File: config.mk
export PLATFORM = sky130hd
export DESIGN_NAME = rat_ctrl
export DESIGN_NICKNAME = d
export VERILOG_FILES = /design/src/hdl/rat_pkg.sv /design/src/hdl/rat_ctrl.sv
export SDC_FILE = /design/constraint.sdc
export NUM_CORES = 1
export LEC_CHECK = 0
export BUFFER_PORTS_ARGS = -buffer_cell sky130_fd_sc_hd__buf_2
export CORE_AREA = 2 2 39 41
export DETAILED_ROUTE_END_ITERATION = 8
export DIE_AREA = 0 0 41 43
export PLACE_DENSITY = 0.37
export SLEW_MARGIN = 30
export SYNTH_ARGS = -nofsm -noshare
export SYNTH_HDL_FRONTEND = slang
export SYNTH_SLANG_ARGS = --single-unit
File: constraint.sdc
create_clock -name clk_i -period 3.25 [get_ports clk_i]
set_input_delay 0.325 -clock clk_i [delete_from_list [all_inputs] [get_ports clk_i]]
set_output_delay 0.325 -clock clk_i [all_outputs]
set_load 0.05 [all_outputs]
File: src/hdl/rat_pkg.sv
package rat_pkg;

  localparam int LAYER_W   = 1;
  localparam int CELL_X_W  = 8;
  localparam int CELL_Y_W  = 7;
  localparam int MAP_X_W   = 6;
  localparam int MAP_Y_W   = 5;
  localparam int TIME_W    = 32;
  localparam int AGE_W     = 32;
  localparam int STEP_W    = 16;
  localparam int CFG_IDX_W = 1;
  localparam int CFG_DATA_W = 32;

  // reciprocal multiply for the coarse map coordinates
  localparam int RECIP_SH  = 24;
  localparam int RECIP_W   = RECIP_SH + 1;

  localparam logic [CFG_IDX_W-1:0] REG_TIME_STEP   = 1'd0;
  localparam logic [CFG_IDX_W-1:0] REG_START_EPOCH = 1'd1;

  localparam logic [AGE_W-1:0] AGE_MAX = 32'h7FFF_FFFF;

  typedef struct packed {
    logic clear;
    logic load;
    logic div;
    logic pix;
    logic commit;
  } cmd_t;

  typedef struct packed {
    logic clear_done;
    logic report;
  } sts_t;

endpackage

File: src/hdl/rat_ctrl.sv
module rat_ctrl (
  input  logic          clk_i,
  input  logic          rst_ni,
  input  logic          in_valid_i,
  output logic          in_ready_o,
  output logic          out_valid_o,
  input  logic          out_ready_i,
  input  rat_pkg::sts_t sts_i,
  output rat_pkg::cmd_t cmd_o
);

  localparam logic [2:0] S_CLEAR = 3'd0;
  localparam logic [2:0] S_IDLE  = 3'd1;
  localparam logic [2:0] S_DIV   = 3'd2;
  localparam logic [2:0] S_ARM   = 3'd3;
  localparam logic [2:0] S_UPD   = 3'd4;

  logic [2:0] state_q, state_d;
  logic       out_valid_q, out_valid_d;
  logic       stall;

  assign stall = sts_i.report && out_valid_q && !out_ready_i;

  always_comb begin
    state_d = state_q;
    cmd_o   = '0;
    unique case (state_q)
      S_CLEAR: begin
        cmd_o.clear = 1'b1;
        if (sts_i.clear_done) begin
          state_d = S_IDLE;
        end
      end
      S_IDLE: begin
        if (in_valid_i) begin
          cmd_o.load = 1'b1;
          state_d    = S_DIV;
        end
      end
      S_DIV: begin
        cmd_o.div = 1'b1;
        state_d   = S_ARM;
      end
      S_ARM: begin
        cmd_o.pix = 1'b1;
        state_d   = S_UPD;
      end
      S_UPD: begin
        if (!stall) begin
          cmd_o.commit = 1'b1;
          state_d      = S_IDLE;
        end
      end
      default: begin
        state_d = S_CLEAR;
      end
    endcase
  end

  always_comb begin
    out_valid_d = out_valid_q && !out_ready_i;
    if (cmd_o.commit && sts_i.report) begin
      out_valid_d = 1'b1;
    end
  end

  always_ff @(posedge clk_i or negedge rst_ni) begin
    if (!rst_ni) begin
      state_q     <= S_CLEAR;
      out_valid_q <= 1'b0;
    end else begin
      state_q     <= state_d;
      out_valid_q <= out_valid_d;
    end
  end

  assign in_ready_o  = (state_q == S_IDLE);
  assign out_valid_o = out_valid_q;

endmodule

# == Yosys cells after proc, flatten, opt, wreduce, memory -nomap -nowiden ==
# Index checks and enable logic that the tools add are counted.
# op_classes
n_reduce_logical,7
muxes,12
eq_ne,7
# ops
cell,count
case mux 3 bit (5 select lines),1
2-to-1 mux 3 bit,3
2-to-1 mux 1 bit,8
equality test 3 x 2 -> 1 bit (second input constant),2
!= test 2 bit (second input constant),3
logical AND 1 bit,4
equality test 3 x 1 -> 1 bit (second input constant),1
equality test 3 bit (second input constant),1
zero test 3 bit,1
AND reduction 3 bit,1
zero test 1 bit,1
# totals
word_cells,28
out_inout_bits,7
regBits,4

# == Longest topological paths before layout ==
# Gate-level depths: netlist of run 1.
# logic_depth
ltp_word,6
mapped_depth,3

# == Worst setup path after synthesis of run 1 ==
# OpenSTA, ideal clock, no wires.
# synth_path
path_type,reg2out
from,register state_q[1]
to,output port cmd_o[3] (netlist bit)
n_path_buf,0
stages_incl_launch_ff,3
t_arrival_ns,2.225
slack_ns,0.700
t_required_ns,2.925
cell_sequence,dfrtp_1 nor3b_1 and2_1
# synth_rtl
item,line_no,text
from (decl),rat_ctrl.sv:18,"logic [2:0] state_q, state_d;"
from (signal assigned),rat_ctrl.sv:72,state_q <= state_d;
to (decl),rat_ctrl.sv:9,output rat_pkg::cmd_t cmd_o

==> results.tsv, run 1 <==
stage	metric	value	unit
status	status	completed	
synth	sequential area share after synthesis	44.0	%
floorplan	Placeable Area	1380	sq um
synth	post-synth top area cell	dfrtp_1	
power_and_ir_drop	static leakage	0.182	nW
floorplan	Initial Util	16.5	%
run	Max Cap Violations	0	
final_layout	Reg area	100	sq um
clock_network	H-tree level count	1	
detailed_routing	DR vias	229	
clock_network	CTS resizes	0	
final_layout	layout cells sized above 1	50.0	%
power_and_ir_drop	maximum VDD drop	0.247	mV
detailed_routing	Routed WL per cell	10.5	um
clock_network	post-CTS setup buffer count	0	
critical_path	worst path bufs/invs	1	
sta	setup tns final	0	ns
detailed_routing	DRT Pass-1 Iters	2	
placement	post-DP HPWL	446	um
global_routing	initial antenna violation count	0	
floorplan	io pins	13	
synth	dominant cells by area after synthesis	dfrtp_1 44%, nand3b_1 6.6%, nor3b_2 5.5%	
synth	Synth Flop Type	dfrtp_1	
critical_path	Crit. End Element	output port	
detailed_routing	1st-iter DRT viols	4	
clock_network	TritonCTS buffer count	3	
final_layout	post-layout util	24.6	%
critical_path	Slowest cell on crit path	dfrtp_1	
power_and_ir_drop	Cell Pwr Density	1120	nW/um^2
detailed_routing	WL final	569	um
synth	synthesized flop and latch total	4	
global_routing	vias in the first global route	233	
critical_path	critical path type	flop to output port	
power_and_ir_drop	Flop pwr share	26.5	%
global_routing	GR Overflow Total	0	
synth	Netlist cell types	16	
critical_path	critical path arrival	1.40	ns
sta	Final Max Slew Viols	0	
final_layout	final-layout fill cell count	161	
power_and_ir_drop	Logic pwr share	57.8	%
detailed_routing	DRC	0	
power_and_ir_drop	clock share of power	15.7	%
floorplan	Die Ht	43	um
global_routing	All-Layer GR Usage	8.66	%
clock_network	clock buffer depth	2	
power_and_ir_drop	switching power total	205	uW
synth	syn avg cell area	10.4	sq um
placement	Placer Congestion	0.680	
synth	Async SR Flop Fraction	100	%
synth	Ys Warns	0	
final_layout	layout net count	46	
power_and_ir_drop	Switching Share	54.1	%
critical_path	CP Cell Sequence	nor3b_2 -> and2_4 -> buf_2	
sta	Final Skew	0.000613	ns
hold_path	path category of the worst min-delay check	input pin to flop	
critical_path	Worst path max stage delay	0.46	ns
clock_network	CTS tree	done	
clock_network	clock root buffer	clkbuf_4	
sta	Rel. slew slack	81.1	%
synth	Syn Nets	28	
global_routing	first-pass GRT wire length	945	um
final_layout	multi-input logic area	124	sq um
clock_network	Num Clock Sinks	4	
critical_path	Critical Path RT	2.92	ns
synth	Post-Syn Instances	22	
sta	FMAX	0.578	GHz
critical_path	CP Launch Type	flop	
placement	port bufs	12	
final_layout	Inserted Diodes	0	
sta	Final WS setup	1.52	ns
sta	unrepaired setup endpoints after global routing	false	
sta	final hold violations	0	
synth	Yosys top cell area share	44.0	%
floorplan	total die area	1760	sq um
detailed_routing	Routed Antenna Nets	0	
sta	final setup fails	0	
synth	most frequent cell after synthesis	dfrtp_1	
critical_path	family with the most delay on the worst path	flip-flops	
synth	Mapped Area	228	sq um
clock_network	Clock Pin Slew Worst Setup and Hold Paths	0.03	ns
detailed_routing	vias per inst	4.24	
critical_path	crit path max fanout	8	
clock_network	worst-skew pair later-pin latency	0.23	ns
global_routing	largest net degree at the start of global routing	9	
sta	crit path time final	1.73	ns
floorplan	Row Count	14	
synth	top post-synthesis cells by count	4 x dfrtp_1, 2 x nand3b_1, 2 x nor2_1, 2 x nor3_1	
sta	Final period util	53.2	%
floorplan	Chip Width	41	um
sta	Worst-Margin Slew	0.280	ns
power_and_ir_drop	Internal	174	uW
final_layout	Area Overhead vs Synth	49.5	%
placement	post-place setup slack	1.77	ns
synth	Post-synth EDFFs	0	
## layout make-up
class / instances / area share (%)
timing repair buffer: 13 / 20.6
multi-input combinational: 17 / 36.4
clock buffer: 3 / 6.62
tap: 16 / 5.88
sequential: 4 / 29.4
inverter: 1 / 1.10
## metal layers
metal | vias up | wire, um | global-route usage (%)
li1 | 116 | - | -
met1 | 108 | 240 | 8.44
met2 | 5 | 307 | 11.9
met3 | 0 | 21 | 5.24
met4 | 0 | 0 | 8.00
met5 | - | 0 | 0
## cells in the final DEF, fill, tap and decap left out, drive strengths merged
cell type / Yosys / layout
or3: 1 / 1
nor2: 2 / 2
nand2b: 1 / 1
and2: 2 / 2
nand3b: 2 / 2
and3b: 1 / 1
a21oi: 1 / 1
dlygate4sd3: 0 / 1
buf: 0 / 12
inv: 1 / 1
nor3b: 2 / 2
a22o: 1 / 1
nor3: 2 / 2
nor4b: 1 / 1
a41o: 1 / 1
dfrtp: 4 / 4
clkbuf: 0 / 3
## worst register-to-register path, stage by stage (launching register included)
cell	delay, ns
dfrtp_1	0.45
nor3b_2	0.21
and2_4	0.17
or3_1	0.36
## sequential cells by signal, indices dropped and copies added, names as in the netlist
name         cells
out_valid_o      1
state_q          3
## logic make-up (layout without fill, tap and decap cells)
group,count (synthesis),count (layout),synth area share [%]
buffers and inverters,1,17,1.65
DFF,4,4,44.0
and+or+nand+nor,14,14,43.4
AOI/OAI and AO/OA,3,3,11.0
## worst paths after layout
kind                             start          end  slack (ns)  cells past startpoint
setup / recovery            state_q[2]     cmd_o[0]        1.52                      3
hold / removal                sts_i[0]  out_valid_o        0.36                      2
setup reg to reg            state_q[2]   state_q[0]        1.95                      3
hold reg to reg            out_valid_o  out_valid_o        0.58                      1
max in group asynchronous       rst_ni   state_q[2]        2.71                      2
min in group asynchronous       rst_ni   state_q[1]        0.43                      2
## per-stage QoR
stage	power (mW)	cells	instance area (sq um)	hold WS [ns]
2_1_floorplan	0.270	22	228	0.0294
3_3_place_gp	0.322	50	308	0.132
3_5_place_dp	0.321	50	308	0.135
4_1_cts	0.386	54	340	0.352
5_1_grt	0.408	54	340	0.354
6_report	0.380	54	340	0.357
## timing repair
| action | 4_1_cts | 5_1_grt |
|---|---|---|
| hold buffers | 1 | 0 |
| hold endpoints to repair | 4 | 0 |
| endpoints found under the setup margin | 0 | 0 |
## power groups by stage
stage / registers (mW) / logic [mW] / clock network, mW
after floorplan: 0.101 / 0.170 / 0
after global placement: 0.103 / 0.220 / 0
after detailed placement: 0.101 / 0.220 / 0
after CTS: 0.101 / 0.222 / 0.0628
after global routing: 0.108 / 0.232 / 0.0686
final: 0.101 / 0.219 / 0.0596
No activity file was read; power rests on OpenSTA's default activity.
==> run 2, diff against run 1 <==
--- a/config.mk
+++ b/config.mk
@@ -5,11 +5,12 @@
 export SDC_FILE = /design/constraint.sdc
 export NUM_CORES = 1
 export LEC_CHECK = 0
+export ABC_AREA = 1
 export BUFFER_PORTS_ARGS = -buffer_cell sky130_fd_sc_hd__buf_2
 export CORE_AREA = 2 2 39 41
 export DETAILED_ROUTE_END_ITERATION = 8
 export DIE_AREA = 0 0 41 43
-export PLACE_DENSITY = 0.37
+export PLACE_DENSITY = 0.42
 export SLEW_MARGIN = 30
 export SYNTH_ARGS = -nofsm -noshare
 export SYNTH_HDL_FRONTEND = slang
==> constraint.sdc (replaced) <==
create_clock -name clk_i -period 1.8 [get_ports clk_i]
set_input_delay 0.18 -clock clk_i [delete_from_list [all_inputs] [get_ports clk_i]]
set_output_delay 0.18 -clock clk_i [all_outputs]
set_load 0.05 [all_outputs]
==> results.tsv, run 2 <==
stage	metric	value	unit	change
sta	Rel. slew slack	81.2	%	+0.14 points
sta	Final period util	80.9	%	
floorplan	Row Count	14		unchanged
synth	Mapped Area	288	sq um	+26%
clock_network	clock buffer depth	2		unchanged
floorplan	Die Ht	43	um	unchanged
synth	top post-synthesis cells by count	6 x nor2_1, 5 x inv_1, 4 x dfrtp_1, 4 x inv_2, 4 x nand2_1		
detailed_routing	DR vias	255		+11%
sta	Final Max Slew Viols	0		unchanged
placement	post-place setup slack	0.571	ns	-1.20 ns
final_layout	commonest non-fill, non-tap cells in the layout	12 x buf_2, 6 x nor2_1, 5 x inv_1		
final_layout	Inserted Diodes	0		unchanged
synth	Ys Warns	0		unchanged
hold_path	worst hold path depth	2		unchanged
synth	synthesized flop and latch total	4		unchanged
clock_network	TritonCTS buffer count	3		unchanged
power_and_ir_drop	static leakage	0.245	nW	+35%
run	Max Cap Violations	0		unchanged
clock_network	Clock Pin Slew Worst Setup and Hold Paths	0.04	ns	about the same
final_layout	multi-input logic area	159	sq um	+28%
detailed_routing	DRT Pass-1 Iters	1		-1
detailed_routing	Routed Antenna Nets	0		unchanged
detailed_routing	1st-iter DRT viols	0		-4
final_layout	Area Overhead vs Synth	40.9	%	
synth	Post-Syn Instances	37		+68%
critical_path	Crit. End Element	output port		
clock_network	H-tree level count	1		unchanged
power_and_ir_drop	Cell Pwr Density	2030	nW/um^2	+82%
synth	Async SR Flop Fraction	100	%	unchanged
global_routing	GR Overflow Total	0		unchanged
synth	post-synth top area cell	dfrtp_1		
power_and_ir_drop	maximum VDD drop	0.513	mV	+110%
global_routing	largest net degree at the start of global routing	6		-3
synth	Syn Nets	43		+54%
status	status	completed		
final_layout	max reg flops	3		unchanged
final_layout	layout net count	61		+33%
clock_network	worst-skew pair later-pin latency	0.23	ns	about the same
synth	most frequent cell after synthesis	nor2_1		
floorplan	Placeable Area	1380	sq um	unchanged
synth	sequential area share after synthesis	34.8	%	-9.2 points
placement	port bufs	12		unchanged
critical_path	CP Launch Type	flop		
final_layout	Reg area	100	sq um	unchanged
synth	Yosys top cell area share	34.8	%	-9.2 points
sta	FMAX	0.686	GHz	
critical_path	crit path max fanout	5		-3
global_routing	initial antenna violation count	0		unchanged
placement	post-DP HPWL	460	um	+3.2%
sta	setup tns final	0	ns	unchanged
floorplan	Initial Util	20.8	%	+4.3 points
clock_network	CTS tree	done		
final_layout	commonest non-fill, non-tap cell in the layout	buf_2		
sta	Worst-Margin Slew	0.281	ns	+0.000879 ns
sta	final hold violations	0		unchanged
placement	Post-DP Area	373	sq um	+21%
global_routing	All-Layer GR Usage	9.59	%	+0.93 points
clock_network	CTS resizes	0		unchanged
sta	unrepaired setup endpoints after global routing	false		
final_layout	cell area after layout	405	sq um	+19%
final_layout	final-layout fill cell count	159		-1.2%
sta	crit path time final	1.46	ns	
hold_path	path category of the worst min-delay check	input pin to flop		
sta	Final Skew	0.00218	ns	+0.00156 ns
critical_path	R2R cell count	6		+3
sta	final setup fails	0		unchanged
final_layout	Reg with most FFs	state_q		
synth	Synth Flop Type	dfrtp_1		
critical_path	Critical Path RT	1.62	ns	-1.30 ns
global_routing	vias in the first global route	289		+24%
clock_network	Num Clock Sinks	4		unchanged
synth	Post-synth EDFFs	0		unchanged
placement	Placer Congestion	0.698		+2.6%
detailed_routing	DRC	0		unchanged
clock_network	clock root buffer	clkbuf_4		
global_routing	first-pass GRT wire length	1.08	mm	+15%
final_layout	layout cells sized above 1	58.5	%	+8.5 points
synth	syn avg cell area	7.78	sq um	-25%
floorplan	io pins	13		unchanged
critical_path	critical path type	flop to output port		
critical_path	critical path arrival	1.28	ns	-0.12 ns
detailed_routing	WL final	525	um	-7.7%
critical_path	Worst path max stage delay	0.40	ns	-0.06 ns
floorplan	total die area	1760	sq um	unchanged
synth	dominant cells by area after synthesis	dfrtp_1 35%, nand3_2 10%, nor2_1 7.8%		
floorplan	Chip Width	41	um	unchanged
critical_path	CP Cell Sequence	inv_2 -> nand3_2 -> nor2_1 -> buf_2		
detailed_routing	Routed WL per cell	7.61	um	-28%
detailed_routing	vias per inst	3.70		-13%
critical_path	Slowest cell on crit path	dfrtp_1		
synth	Netlist cell types	15		-1
sta	Final WS setup	0.343	ns	-1.18 ns
## run 2: changes by cell type after synthesis, moves of 3 or more
cell / change
inv_1: +4
inv_2: +4
nand2_1: +4
nor2_1: +4
nand2_2: +3
nand3_2: +3
## run 2: cell type report
type	count	area share (%)
Clock buffer	3	5.56
Tap cell	16	4.94
Multi-Input combinational cell	24	39.2
Sequential cell	4	24.7
Inverter	9	8.33
Timing Repair Buffer	13	17.3
## run 2: logic make-up after synthesis
kind of cell	after synthesis	share of synthesized area [%]
AND/OR/NAND/NOR	22	47.8
buffers and inverters	9	11.7
flip-flops	4	34.8
AO/OA/AOI/OAI	2	5.65
## run 2: per-stage QoR
step / instances / hold WS [ns] / utilization [%] / total power [mW]
final: 69 / 0.137 / 29.3 / 0.824
after CTS: 69 / 0.132 / 29.3 / 0.836
after floorplan: 37 / -0.116 / - / 0.624
after detailed placement: 65 / -0.0124 / 26.9 / 0.723
after global placement: 65 / -0.0116 / 26.9 / 0.728
after global routing: 69 / 0.148 / 29.3 / 0.898
## run 2: power by group
group | total [mW] | internal [mW] | switching [mW]
Sequential | 0.158 | 0.125 | 0.0321
Combinational | 0.558 | 0.146 | 0.412
Clock | 0.108 | 0.0744 | 0.0340
## run 2: critical path, delay by kind of cell (launching register included)
kind	cells	cell delay, ns
AND/OR/NAND/NOR	2	0.24
flip-flops	1	0.40
buffers and inverters	2	0.40
## run 2: timing repair
| item | 4_1_cts | 5_1_grt |
|---|---|---|
| hold buffers | 1 | 0 |
| buffers inserted | 0 | 0 |
| setup endpoints to repair | 0 | 0 |
| endpoints found under the hold margin | 4 | 0 |
## run 2: worst paths after layout
kind | from | to | slack (ns)
setup reg to reg | state_q[1] | state_q[0] | 0.79
setup / recovery | state_q[2] | cmd_o[3] | 0.34
hold / removal | out_ready_i | out_valid_o | 0.14
hold reg to reg | out_valid_o | out_valid_o | 0.54
max in group asynchronous | rst_ni | state_q[0] | 1.40
min in group asynchronous | rst_ni | out_valid_o | 0.28
## run 2: layer usage
layer	share of wire [%]	vias up	global-route usage, %
li1	-	144	-
met1	41	108	10.8
met2	56	3	12.8
met3	3.2	0	3.14
met4	0	0	10.0
met5	0	-	0
==> run 3, diff against run 2 <==
==> constraint.sdc (replaced) <==
create_clock -name clk_i -period 1.45 [get_ports clk_i]
set_input_delay 0.145 -clock clk_i [delete_from_list [all_inputs] [get_ports clk_i]]
set_output_delay 0.145 -clock clk_i [all_outputs]
set_load 0.05 [all_outputs]
==> results.tsv, run 3 (synthesis results as in run 2) <==
stage	metric	value	unit	change
sta	Rel. slew slack	73.8	%	-7.4 points
sta	Final Skew	0.000317	ns	-0.00186 ns
sta	Worst-Margin Slew	0.391	ns	+0.110 ns
detailed_routing	vias per inst	3.80		+2.7%
critical_path	family with the most delay on the worst path	flip-flops		
critical_path	Worst path depth	4		unchanged
global_routing	GR Overflow Total	0		unchanged
clock_network	CTS tree	done		
critical_path	crit path max fanout	5		unchanged
placement	post-DP HPWL	485	um	+5.5%
power_and_ir_drop	clock share of power	12.5	%	-0.6 points
clock_network	worst-skew pair later-pin latency	0.23	ns	about the same
placement	Placer Congestion	0.627		-10%
hold_path	path category of the worst min-delay check	input pin to flop		
final_layout	Area Overhead vs Synth	46.5	%	
final_layout	layout net count	61		unchanged
sta	crit path time final	1.37	ns	
sta	final hold violations	0		unchanged
detailed_routing	DR vias	262		+2.7%
status	status	completed		
critical_path	Critical Path RT	1.31	ns	-0.31 ns
final_layout	Inserted Diodes	0		unchanged
floorplan	Chip Width	41	um	unchanged
sta	final setup fails	0		unchanged
critical_path	Worst path max stage delay	0.42	ns	+0.02 ns
final_layout	layout cells sized above 1	58.5	%	unchanged
clock_network	H-tree level count	1		unchanged
global_routing	All-Layer GR Usage	8.45	%	-1.1 points
placement	post-place setup slack	0.245	ns	-0.326 ns
power_and_ir_drop	switching power total	618	uW	+29%
power_and_ir_drop	Switching Share	57.8	%	-0.24 points
sta	Final Max Slew Viols	0		unchanged
sta	FMAX	0.728	GHz	
final_layout	commonest non-fill, non-tap cell in the layout	buf_2		
sta	Final WS setup	0.0759	ns	-0.267 ns
power_and_ir_drop	Internal	451	uW	+30%
critical_path	critical path arrival	1.23	ns	-0.05 ns
run	Max Cap Violations	0		unchanged
critical_path	CP Launch Type	flop		
clock_network	clock buffer depth	2		unchanged
sta	Hold Slack	0.104	ns	-0.0335 ns
detailed_routing	DRC	0		unchanged
final_layout	Reg with most FFs	state_q		
power_and_ir_drop	maximum VDD drop	0.642	mV	+25%
critical_path	CP Cell Sequence	inv_4 -> nand3_2 -> nor2_1 -> buf_4		
detailed_routing	WL final	581	um	+11%
power_and_ir_drop	Logic pwr share	68.7	%	+1.0 points
power_and_ir_drop	static leakage	0.248	nW	+1.2%
power_and_ir_drop	Cell Pwr Density	2540	nW/um^2	+25%
placement	port bufs	12		unchanged
final_layout	max reg flops	3		unchanged
critical_path	Crit. End Element	output port		
critical_path	critical path type	flop to output port		
detailed_routing	DRT Pass-1 Iters	2		+1
floorplan	Die Ht	43	um	unchanged
clock_network	clock root buffer	clkbuf_4		
critical_path	Worst R2R Setup Slack	0.38	ns	-0.41 ns
detailed_routing	Routed Antenna Nets	0		unchanged
floorplan	io pins	13		unchanged
critical_path	Slowest cell on crit path	dfrtp_1		
critical_path	R2R cell count	5		-1
clock_network	Clock Pin Slew Worst Setup and Hold Paths	0.04	ns	about the same
final_layout	final non-filler cell total	69		unchanged
floorplan	Row Count	14		unchanged
detailed_routing	1st-iter DRT viols	1		+1
clock_network	post-CTS setup buffer count	0		unchanged
floorplan	Initial Util	20.8	%	unchanged
sta	unrepaired setup endpoints after global routing	false		
hold_path	worst hold path depth	2		unchanged
global_routing	largest net degree at the start of global routing	6		unchanged
sta	Final period util	94.8	%	
clock_network	Num Clock Sinks	4		unchanged
final_layout	commonest non-fill, non-tap cells in the layout	9 x buf_2, 6 x nor2_1, 5 x inv_1, 5 x clkbuf_4		
floorplan	Placeable Area	1380	sq um	unchanged
critical_path	worst path bufs/invs	2		unchanged
floorplan	total die area	1760	sq um	unchanged
global_routing	vias in the first global route	253		-12%
detailed_routing	Routed WL per cell	8.42	um	+11%
global_routing	first-pass GRT wire length	959	um	-11%
clock_network	TritonCTS buffer count	3		unchanged
placement	Cells after DPL	65		unchanged
power_and_ir_drop	Flop pwr share	18.8	%	-0.3 points
global_routing	initial antenna violation count	0		unchanged
[run 3: cell types whose count changed in the layout (fill, tap and decap cells not counted), sizes merged]
cell    change
clkbuf      +2
buf         -2
[run 3: worst reg2reg max path: cells and delay by family, from the launching register on]
family             cells  cell delay, ns
and+or+nand+nor        4            0.55
DFF                    1            0.35
AOI/OAI and AO/OA      1            0.05
[run 3: power by group through the flow]
| stage | clock network, mW | registers, mW | logic, mW |
|---|---|---|---|
| finish | 0.134 | 0.201 | 0.734 |
| global route | 0.146 | 0.207 | 0.791 |
| CTS | 0.141 | 0.197 | 0.728 |
| detailed placement | 0 | 0.198 | 0.718 |
| global placement | 0 | 0.199 | 0.719 |
| floorplan | 0 | 0.213 | 0.575 |
[run 3: timing repair]
| item | in CTS | in global routing |
|---|---|---|
| hold buffers | 1 | 0 |
| endpoints found under the hold margin | 4 | 0 |
| gates resized for setup | 1 | 3 |
| setup endpoints to repair | 1 | 3 |
[run 3: cell type report]
| type | instances | area [sq um] |
|---|---|---|
| inverters | 9 | 36.3 |
| multi-input cells | 24 | 165 |
| repair buffers | 13 | 77.6 |
| clock buffers | 3 | 22.5 |
| flip-flops and latches | 4 | 100 |
| fillers | 153 | 962 |
| well taps | 16 | 20.0 |
[run 3: per-stage QoR]
| stage | util [%] | TNS (ns) | instance area [sq um] | power (mW) |
|---|---|---|---|---|
| final | 30.5 | 0 | 422 | 1.07 |
| after global routing | 30.5 | 0 | 422 | 1.14 |
| after CTS | 29.9 | 0 | 414 | 1.07 |
| after detailed placement | 27.4 | 0 | 379 | 0.916 |
| after global placement | 27.4 | 0 | 379 | 0.919 |
| after floorplan | - | -0.00755 | 299 | 0.788 |
[run 3: path summary, 6_finish.rpt]
check | startpoint | end
max in group asynchronous | rst_ni | state_q[2]
min in group asynchronous | rst_ni | state_q[0]
max | state_q[2] | cmd_o[3]
min reg2reg | out_valid_o | out_valid_o
min | out_ready_i | out_valid_o
max reg2reg | out_valid_o | state_q[0]
[run 3: metal layers]
| layer | part of all wire [%] | global-route usage [%] | vias to the layer above | wire length [um] |
|---|---|---|---|---|
| met1 | 45 | 10.0 | 112 | 259 |
| met3 | 4.5 | 1.57 | 0 | 26 |
| met4 | 0 | 8.00 | 0 | 0 |
| met2 | 51 | 11.9 | 6 | 295 |
| met5 | 0 | 0 | - | 0 |
| li1 | - | - | 144 | - |
